==> src/hw/rtl/k_group_stream_reverser_macros.svh <==
// Assertion macros for the k-group stream reverser.
// Included by the top level; no other dependencies.
`ifndef K_GROUP_STREAM_REVERSER_MACROS_SVH
`define K_GROUP_STREAM_REVERSER_MACROS_SVH
`ifndef NO_ASSERTIONS
// same-cycle implication, disabled during reset
`define KGSR_ASSERT_SAME(label, clk, rst_n, ante, cons) \
    label: assert property (@(posedge clk) disable iff (!rst_n) (ante) |-> (cons)) \
        else $error("%m: same-cycle check failed");
// next-cycle implication, disabled during reset
`define KGSR_ASSERT_NEXT(label, clk, rst_n, ante, cons) \
    label: assert property (@(posedge clk) disable iff (!rst_n) (ante) |=> (cons)) \
        else $error("%m: next-cycle check failed");
`else
`define KGSR_ASSERT_SAME(label, clk, rst_n, ante, cons)
`define KGSR_ASSERT_NEXT(label, clk, rst_n, ante, cons)
`endif
`endif

==> src/hw/rtl/kgsr_pkg.sv <==
// Shared types and constants for the k-group stream reverser.
// No dependencies.
package kgsr_pkg;

    localparam int MAX_GROUP_DEF = 16;
    localparam int GS_W          = 5;
    localparam logic [GS_W-1:0] GS_RESET = 5'd1;
    localparam int VAL_W         = 32;
    // depth of the output beat queue in the back end
    localparam int OQ_DEPTH      = 4;

    typedef struct packed {
        logic signed [VAL_W-1:0] value;
        logic                    list_end;
    } in_beat_t;

    typedef struct packed {
        logic signed [VAL_W-1:0] out_value;
        logic                    run_last;
        logic                    out_list_end;
    } out_beat_t;

    // closed group waiting in a buffer bank
    typedef struct packed {
        logic valid;
        logic rev;
        logic list_end;
    } job_t;

endpackage

==> src/hw/rtl/kgsr_ram.sv <==
// Generic single-write, single-read RAM with registered read data.
// No dependencies.
module kgsr_ram #(
    parameter int W = 32,
    parameter int D = 32
) (
    input  logic                 clk,
    input  logic                 we,
    input  logic [$clog2(D)-1:0] waddr,
    input  logic [W-1:0]         wdata,
    input  logic [$clog2(D)-1:0] raddr,
    output logic [W-1:0]         rdata
);

    logic [W-1:0] mem_reg [D];
    logic [W-1:0] rdata_reg;

    // write port and registered read port
    always_ff @(posedge clk)
    begin
        if (we)
        begin
            mem_reg[waddr] <= wdata;
        end
        rdata_reg <= mem_reg[raddr];
    end

    assign rdata = rdata_reg;

endmodule

==> src/hw/rtl/kgsr_front.sv <==
// Front end: accepts input beats, fills the ping-pong buffer banks and
// closes groups into per-bank job slots. Depends on kgsr_pkg.
module kgsr_front #(
    parameter int MAX_GROUP = kgsr_pkg::MAX_GROUP_DEF,
    localparam int CW = $clog2(MAX_GROUP + 1),
    localparam int IW = (MAX_GROUP > 1) ? $clog2(MAX_GROUP) : 1,
    localparam int AW = IW + 1
) (
    input  logic                         clk,
    input  logic                         rst_n,
    input  logic [kgsr_pkg::GS_W-1:0]    group_size,
    input  logic                         in_valid,
    output logic                         in_stall,
    input  kgsr_pkg::in_beat_t           in_beat,
    output logic                         wr_en,
    output logic [AW-1:0]                wr_addr,
    output logic [kgsr_pkg::VAL_W-1:0]   wr_data,
    input  logic                         rd_bank,
    input  logic                         release_bank,
    output kgsr_pkg::job_t               job,
    output logic [CW-1:0]                job_cnt
);

    logic [CW-1:0] fill_reg, fill_next;
    logic          wbank_reg, wbank_next;
    logic [1:0]    busy_reg, busy_next;
    logic [CW-1:0] slot_cnt_reg [2];
    logic [1:0]    slot_rev_reg;
    logic [1:0]    slot_le_reg;

    logic [CW-1:0] k_eff;
    logic [CW-1:0] n;
    logic          accept;
    logic          full_grp;
    logic          close;

    // clamp the group size to 1..MAX_GROUP
    always_comb
    begin
        if (group_size == '0)
        begin
            k_eff = CW'(1);
        end
        else if (int'(group_size) > MAX_GROUP)
        begin
            k_eff = CW'(MAX_GROUP);
        end
        else
        begin
            k_eff = CW'(group_size);
        end
    end

    // classify the beat: does it close the group, and in which order
    assign in_stall = busy_reg[wbank_reg];
    assign accept   = in_valid && !in_stall;
    assign n        = fill_reg + CW'(1);
    assign full_grp = (n >= k_eff);
    assign close    = accept && (full_grp || in_beat.list_end);

    assign wr_en   = accept;
    assign wr_addr = {wbank_reg, fill_reg[IW-1:0]};
    assign wr_data = unsigned'(in_beat.value);

    // next state of fill, bank and busy flags
    always_comb
    begin
        fill_next  = fill_reg;
        wbank_next = wbank_reg;
        busy_next  = busy_reg;
        if (release_bank)
        begin
            busy_next[rd_bank] = 1'b0;
        end
        if (accept)
        begin
            fill_next = n;
        end
        if (close)
        begin
            fill_next            = '0;
            wbank_next           = !wbank_reg;
            busy_next[wbank_reg] = 1'b1;
        end
    end

    always_ff @(posedge clk or negedge rst_n)
    begin
        if (!rst_n)
        begin
            fill_reg  <= '0;
            wbank_reg <= 1'b0;
            busy_reg  <= '0;
        end
        else
        begin
            fill_reg  <= fill_next;
            wbank_reg <= wbank_next;
            busy_reg  <= busy_next;
        end
    end

    // job slot payload, one per bank
    always_ff @(posedge clk)
    begin
        if (close)
        begin
            slot_cnt_reg[wbank_reg] <= n;
            slot_rev_reg[wbank_reg] <= full_grp;
            slot_le_reg[wbank_reg]  <= in_beat.list_end;
        end
    end

    assign job.valid    = busy_reg[rd_bank];
    assign job.rev      = slot_rev_reg[rd_bank];
    assign job.list_end = slot_le_reg[rd_bank];
    assign job_cnt      = slot_cnt_reg[rd_bank];

endmodule

==> src/hw/rtl/kgsr_back.sv <==
// Back end: walks a closed group in its bank, reads the buffer RAM and
// queues result beats for the output. Depends on kgsr_pkg.
module kgsr_back #(
    parameter int MAX_GROUP = kgsr_pkg::MAX_GROUP_DEF,
    localparam int CW = $clog2(MAX_GROUP + 1),
    localparam int IW = (MAX_GROUP > 1) ? $clog2(MAX_GROUP) : 1,
    localparam int AW = IW + 1
) (
    input  logic                         clk,
    input  logic                         rst_n,
    input  kgsr_pkg::job_t               job,
    input  logic [CW-1:0]                job_cnt,
    output logic                         rd_bank,
    output logic                         release_bank,
    output logic [AW-1:0]                rd_addr,
    input  logic [kgsr_pkg::VAL_W-1:0]   rd_data,
    output logic                         out_valid,
    input  logic                         out_stall,
    output kgsr_pkg::out_beat_t          out_beat
);

    localparam int QW = $clog2(kgsr_pkg::OQ_DEPTH);
    localparam int QCW = $clog2(kgsr_pkg::OQ_DEPTH + 1);

    logic [CW-1:0]       pos_reg, pos_next;
    logic                bank_reg, bank_next;
    logic                infl_reg;
    logic                tag_last_reg;
    logic                tag_le_reg;
    kgsr_pkg::out_beat_t oq_reg [kgsr_pkg::OQ_DEPTH];
    logic [QW-1:0]       oq_wp_reg;
    logic [QW-1:0]       oq_rp_reg;
    logic [QCW-1:0]      oq_cnt_reg, oq_cnt_next;

    logic [CW-1:0]       idx;
    logic                job_last;
    logic                issue;
    logic                pop;

    // read address: descending for a reversed group, ascending otherwise
    assign job_last = (pos_reg == job_cnt - CW'(1));
    assign idx      = job.rev ? (job_cnt - CW'(1) - pos_reg) : pos_reg;
    assign rd_addr  = {bank_reg, idx[IW-1:0]};
    assign rd_bank  = bank_reg;

    // issue a read only when the output queue has room for it
    assign issue        = job.valid &&
                          ((oq_cnt_reg + QCW'(infl_reg)) < QCW'(kgsr_pkg::OQ_DEPTH));
    assign release_bank = issue && job_last;
    assign pop          = out_valid && !out_stall;

    always_comb
    begin
        pos_next  = pos_reg;
        bank_next = bank_reg;
        if (issue)
        begin
            pos_next = pos_reg + CW'(1);
            if (job_last)
            begin
                pos_next  = '0;
                bank_next = !bank_reg;
            end
        end
        oq_cnt_next = oq_cnt_reg + QCW'(infl_reg) - QCW'(pop);
    end

    always_ff @(posedge clk or negedge rst_n)
    begin
        if (!rst_n)
        begin
            pos_reg    <= '0;
            bank_reg   <= 1'b0;
            infl_reg   <= 1'b0;
            oq_wp_reg  <= '0;
            oq_rp_reg  <= '0;
            oq_cnt_reg <= '0;
        end
        else
        begin
            pos_reg    <= pos_next;
            bank_reg   <= bank_next;
            infl_reg   <= issue;
            oq_cnt_reg <= oq_cnt_next;
            if (infl_reg)
            begin
                oq_wp_reg <= oq_wp_reg + QW'(1);
            end
            if (pop)
            begin
                oq_rp_reg <= oq_rp_reg + QW'(1);
            end
        end
    end

    // sideband travels with the read; RAM data lands in the queue in the cycle after the read
    always_ff @(posedge clk)
    begin
        if (issue)
        begin
            tag_last_reg <= job_last;
            tag_le_reg   <= job_last && job.list_end;
        end
        if (infl_reg)
        begin
            oq_reg[oq_wp_reg].out_value    <= signed'(rd_data);
            oq_reg[oq_wp_reg].run_last     <= tag_last_reg;
            oq_reg[oq_wp_reg].out_list_end <= tag_le_reg;
        end
    end

    assign out_valid = (oq_cnt_reg != '0);
    assign out_beat  = oq_reg[oq_rp_reg];

endmodule

==> src/hw/rtl/k_group_stream_reverser.sv <==
// Top level of the k-group stream reverser: config register, front end,
// buffer RAM and back end. Depends on kgsr_pkg, kgsr_ram, kgsr_front, kgsr_back.
//
//  channel | signals                      | beat
//  --------+------------------------------+--------------------------------
//  in      | in_valid / in_stall          | in_beat  (value, list_end)
//  out     | out_valid / out_stall        | out_beat (out_value, run_last,
//          |                              |           out_list_end)
//  cfg     | cfg_we / cfg_wdata           | group_size, no read-back
//
// An input beat is taken whenever its buffer bank is free; two
// banks alternate, so one group fills while the previous one drains.
// A closed group of n values leaves at one beat per cycle unless out_stall
// holds it; its first beat passes busy flag, RAM read register and queue.
// Reset clears all control state; the buffer RAM needs no clearing pass.
// in_stall is high while the bank being filled still holds an undrained group.
`include "k_group_stream_reverser_macros.svh"
module k_group_stream_reverser #(
    parameter int MAX_GROUP = kgsr_pkg::MAX_GROUP_DEF
) (
    input  logic                       clk,
    input  logic                       rst_n,
    input  logic                       in_valid,
    output logic                       in_stall,
    input  kgsr_pkg::in_beat_t         in_beat,
    output logic                       out_valid,
    input  logic                       out_stall,
    output kgsr_pkg::out_beat_t        out_beat,
    input  logic                       cfg_we,
    input  logic [kgsr_pkg::GS_W-1:0]  cfg_wdata
);

    localparam int CW = $clog2(MAX_GROUP + 1);
    localparam int IW = (MAX_GROUP > 1) ? $clog2(MAX_GROUP) : 1;
    localparam int AW = IW + 1;

    logic [kgsr_pkg::GS_W-1:0]  group_size_reg;
    logic                       wr_en;
    logic [AW-1:0]              wr_addr;
    logic [kgsr_pkg::VAL_W-1:0] wr_data;
    logic [AW-1:0]              rd_addr;
    logic [kgsr_pkg::VAL_W-1:0] rd_data;
    logic                       rd_bank;
    logic                       release_bank;
    kgsr_pkg::job_t             job;
    logic [CW-1:0]              job_cnt;

    // group size register
    always_ff @(posedge clk or negedge rst_n)
    begin
        if (!rst_n)
        begin
            group_size_reg <= kgsr_pkg::GS_RESET;
        end
        else if (cfg_we)
        begin
            group_size_reg <= cfg_wdata;
        end
    end

    kgsr_front #(
        .MAX_GROUP(MAX_GROUP)
    ) u_front (
        .clk          (clk),
        .rst_n        (rst_n),
        .group_size   (group_size_reg),
        .in_valid     (in_valid),
        .in_stall     (in_stall),
        .in_beat      (in_beat),
        .wr_en        (wr_en),
        .wr_addr      (wr_addr),
        .wr_data      (wr_data),
        .rd_bank      (rd_bank),
        .release_bank (release_bank),
        .job          (job),
        .job_cnt      (job_cnt)
    );

    // two banks of 2**IW entries (at least MAX_GROUP), bank select in the address MSB
    kgsr_ram #(
        .W(kgsr_pkg::VAL_W),
        .D(1 << AW)
    ) u_buf (
        .clk   (clk),
        .we    (wr_en),
        .waddr (wr_addr),
        .wdata (wr_data),
        .raddr (rd_addr),
        .rdata (rd_data)
    );

    kgsr_back #(
        .MAX_GROUP(MAX_GROUP)
    ) u_back (
        .clk          (clk),
        .rst_n        (rst_n),
        .job          (job),
        .job_cnt      (job_cnt),
        .rd_bank      (rd_bank),
        .release_bank (release_bank),
        .rd_addr      (rd_addr),
        .rd_data      (rd_data),
        .out_valid    (out_valid),
        .out_stall    (out_stall),
        .out_beat     (out_beat)
    );

    // a bank is only released while it holds a closed group
    `KGSR_ASSERT_SAME(a_release_has_job, clk, rst_n, release_bank, job.valid)
    // after a release the back end moves on to the other bank
    `KGSR_ASSERT_NEXT(a_release_swaps_bank, clk, rst_n, release_bank, rd_bank != $past(rd_bank))
    // end of list only ever rides on the last beat of a burst
    `KGSR_ASSERT_SAME(a_list_end_is_last, clk, rst_n, out_valid && out_beat.out_list_end, out_beat.run_last)

endmodule

==> config.mk <==
export PLATFORM = sky130hd
export DESIGN_NAME = k_group_stream_reverser
export DESIGN_NICKNAME = d
export VERILOG_FILES = /design/src/hw/rtl/kgsr_pkg.sv /design/src/hw/rtl/kgsr_ram.sv /design/src/hw/rtl/kgsr_front.sv /design/src/hw/rtl/kgsr_back.sv /design/src/hw/rtl/k_group_stream_reverser.sv
export VERILOG_INCLUDE_DIRS = /design/src /design/src/hw/rtl
export SDC_FILE = /design/constraint.sdc
export NUM_CORES = 2
export LEC_CHECK = 0
export BUFFER_PORTS_ARGS = -buffer_cell sky130_fd_sc_hd__buf_2
export CORE_ASPECT_RATIO = 0.6
export CORE_MARGIN = 2
export CORE_UTILIZATION = 35
export CTS_CLUSTER_DIAMETER = 60
export CTS_CLUSTER_SIZE = 24
export DETAILED_ROUTE_END_ITERATION = 8
export HOLD_SLACK_MARGIN = 0.1
export SLEW_MARGIN = 25
export SYNTH_ARGS = -nofsm -noshare
export SYNTH_HDL_FRONTEND = slang
export SYNTH_SLANG_ARGS = --single-unit
==> constraint.sdc <==
create_clock -name clk -period 4.4 [get_ports clk]
set_input_delay 0.66 -clock clk [delete_from_list [all_inputs] [get_ports clk]]
set_output_delay 0.66 -clock clk [all_outputs]
set_load 0.005 [all_outputs]
==> results by stage <==
Status:
- The run finished with clean final reports.

Place:
- Once detailed placement completed, the half-perimeter wirelength came to around 69,000 µm.
- OpenSTA, run right after detailed placement, puts the worst setup slack at 0.688 ns.
- Routability-driven placement finished with a final weighted congestion of 0.765.
- In this run the tool buffered the top-level ports with 78 buffer cells.
- The total instance count after detailed placement is around 4,900.

Job:
- The reported max-cap violation count is 0.

Critical path:
- The endpoint of the most critical setup path is u_buf.rdata[31].
- The internal reg-to-reg setup slack is 0.56 ns.
- The source of the worst register-to-register timing path is u_back.rd_bank.
- The worst register-to-register path has a depth of 9.
- STA puts the critical path data arrival time at ~4.5 ns.
- The endpoint of the lowest-slack register-to-register path is u_buf.rdata[31].
- The worst-path maximum fanout is roughly 110.
- The critical path class is flop to flop.
- STA classifies the critical path endpoint as a flop.
- For the worst setup path, the data required time is between 5 and 6 ns.
- The most critical setup path has its startpoint at u_back.rd_bank.
- STA classifies the critical path startpoint as a flop.

Timing:
- Setup violations remaining at the end of the flow were counted as 0.
- The worst pin sits at a relative slew slack of 0.343.
- In the final timing run, aggregate negative setup slack is 0 ns.
- The final critical path time including I/O delays and setup is between 3 and 4 ns.
- Setup repair after global routing left no endpoint under its margin.
- The total count of hold-check failures in the final report came to 0.
- Across all hold checks on the routed design, the worst slack comes to between 0.15 and 0.2 ns.
- Of the available clock period, the critical path in the final layout requires 0.872.
- In the post-route analysis, the smallest setup slack over all paths is 0.564 ns.
- On the final layout, the worst clock skew is 0.0372 ns.
- The peak clock frequency supported by timing is 261 MHz.
- The total count of max-transition violations in the final report is 0.
- The transition time at the pin with the least slew margin is between 0.9 and 1 ns.

Global routing:
- The pin count of the biggest net entering global routing is approximately 110.
- The aggregate global routing overflow is 0.
- The first global-routing pass estimated 188,000 µm of wire.
- The number of antenna violations at the first check in global routing is 13.
- Across every metal layer, demand over resource in global routing totals 0.183.
- The via count of the first global-routing pass came to 25,419.

Layout:
- Of the cells placed in the final design, the portion with a size suffix greater than 1 is 0.102.
- At the end of the flow the core is filled with cells to 0.391.
- The flip-flop count of the largest register after layout is about 1,000.
- For this run, the number of standard cells in the final layout without fillers is slightly above 5,000.
- In the final design database the tool counted 3,248 nets.
- The repair_antennas step left the layout with diodes totalling 0.
- The growth of design area from synthesis to finish is 10.5%.

Logic synthesis:
- The number of enable-type register cells in the synthesized netlist is around 1,200.
- The dominant synthesized flop cell is sky130_fd_sc_hd__edfxtp_1.
- The flip-flop and latch count after synthesis is around 1,200.
- The async set-reset flop share out of synthesis is 0.0219.
- Counting every net in the synthesized netlist gives ~3,200.
- The commonest cells after synthesis are sky130_fd_sc_hd__edfxtp_1, sky130_fd_sc_hd__nand2_1, sky130_fd_sc_hd__mux2i_1.
- The netlist uses about 40 different library cells.
- The mean instance size in the synthesized netlist is 15.2 µm².
- The share of the Yosys chip area taken by registers is 0.768.
- The post-synthesis instance total is ~3,100.
- By area the synthesized netlist is led by sky130_fd_sc_hd__edfxtp_1, sky130_fd_sc_hd__nand2_1, sky130_fd_sc_hd__mux2i_1.
- The yosys synthesis warning count is 0.
- The post-synthesis cell type with the largest combined area is sky130_fd_sc_hd__edfxtp_1.
- The area of the mapped netlist is 0.0477 mm².
- Of the post-synthesis cell area, the dominant cell type holds 0.740.
- The leading cell type by number of instances after synthesis is sky130_fd_sc_hd__edfxtp_1.

CTS:
- Clock-pin slew was measured on the worst setup and hold paths at about 0.1 ns.
- The clock tree root buffer cell is sky130_fd_sc_hd__clkbuf_16.
- The number of clock buffers added by TritonCTS is between 50 and 60.
- The clock insertion delay at the later pin of the skew report is approximately 0.71 ns.
- The H-tree generated during clock tree synthesis spans 2 levels.
- The number of gates given a new drive strength after cts is 0.
- The clock sink count is between 1,000 and 1,500.
- TritonCTS built the clock tree.
- The clock passes through at most 3 buffers.

Floorplanning:
- After floorplanning, the core was divided into around 100 placement rows.
- The die is 481 µm wide.
- The die is 290 µm tall.
- The core region area is 0.135 mm².
- The initial cell density of the core is 0.354.
- The I/O pin count is ~80.
- The area of the die is about 0.14 mm².

Routing:
- After detailed routing, the number of remaining DRC violations is 0.
- In the final routed layout, each cell accounts on average for between 20 and 30 µm.
- The total wire length is 130,000 µm.
- After the first detailed-routing iteration, the DRC count stood at 3,562.
- The total vias in the final route is 27,192.
- The number of nets with antenna violations after routing is 0.
- The first detailed-routing pass took 6 iterations.
- Using the TritonRoute via totals, the vias-per-cell ratio works out to 5.40.

Pwr:
- In this run the static leakage power is ~18 nW.
- The power density of the placed cells is between 700 and 800 mW/mm².
- The largest voltage drop on the vdd net is approximately 0.0009 V.

Min path:
- The type of the tightest min-delay check is input port to flop.
[what timing repair did]
item,in CTS,in global routing
hold endpoints to repair,26,0
buffers inserted,0,0
hold buffers,1,0
[worst max-delay path, stage by stage, from the launching register on]
cell                       delay (ns)
sky130_fd_sc_hd__dfrtp_2         0.40
sky130_fd_sc_hd__buf_4           0.37
sky130_fd_sc_hd__mux2i_4         0.60
sky130_fd_sc_hd__mux2i_4         0.63
sky130_fd_sc_hd__buf_12          0.49
sky130_fd_sc_hd__mux2i_1         0.16
sky130_fd_sc_hd__a32oi_1         0.25
sky130_fd_sc_hd__o221ai_1        0.17
sky130_fd_sc_hd__a22oi_1         0.33
sky130_fd_sc_hd__o211a_1         0.21
[how the worst min path moves through the flow]
stage	start	end	cells after the start
final	cfg_wdata[4]	group_size_reg[4]	3
after global routing	in_beat[0]	u_front.slot_le_reg[1]	1
after CTS	in_beat[0]	u_front.slot_le_reg[1]	1
after detailed placement	u_buf.rdata[12]	u_back.oq_reg[3][14]	0
after global placement	u_buf.rdata[12]	u_back.oq_reg[2][14]	0
after floorplan	rst_n	group_size_reg[1]	0
[final cells by class]
class                      instances  area (µm²)
sequential                      1235       36600
fill                           12343       82000
clock buffer                     101        1640
clock inverter                     6        76.3
inverter                          20        75.1
tap                             1802        2250
timing repair buffer             169        1550
multi-input combinational       1698       10500
[metrics by stage]
stage / cell area (µm²) / total power, W
2_1_floorplan: 47700 / 0.0257
3_3_place_gp: 51000 / 0.0320
3_5_place_dp: 51000 / 0.0322
4_1_cts: 52700 / 0.0384
5_1_grt: 52700 / 0.0403
6_report: 52700 / 0.0384
[where the power goes]
| part | total [W] | internal [W] | switching, W |
|---|---|---|---|
| Combinational | 0.0175 | 0.00621 | 0.0113 |
| Sequential | 0.0146 | 0.0139 | 0.000707 |
| Clock | 0.00627 | 0.00259 | 0.00368 |
| Total | 0.0384 | 0.0227 | 0.0157 |
[cells by family (layout without fill, tap and decap cells)]
kind of cell    Yosys count  count (layout)  synth area share
buf+inv                 202             296            0.0191
flops                  1235            1235             0.768
simple gates           1094            1094            0.0886
fa+ha+maj                23              23           0.00619
xor+xnor                 16              16           0.00294
compound gates          352             352            0.0612
mux                     213             213            0.0541
[layout by cell type (no fill, tap or decap), drive strengths merged, types with 32 or more instances in the layout]
cell | synthesis | routed
dfxtp | 32 | 32
buf | 103 | 168
clkbuf | 79 | 101
edfxtp | 1176 | 1176
mux4 | 34 | 34
a22oi | 32 | 32
o221ai | 96 | 96
mux2i | 170 | 170
nand2 | 987 | 987
a32oi | 96 | 96
nor2 | 42 | 42
o22ai | 34 | 34
o211a | 32 | 32
a221oi | 32 | 32
nand3 | 39 | 39
[per-layer routing]
layer | wire length (µm) | up-vias | global-route usage
met5 | 123 | - | 0
met4 | 2130 | 22 | 0.0296
met3 | 14100 | 167 | 0.0483
met2 | 53900 | 1240 | 0.255
met1 | 60200 | 13932 | 0.287
li1 | - | 11831 | -
Note: power is estimated with default switching activity, not from simulation.
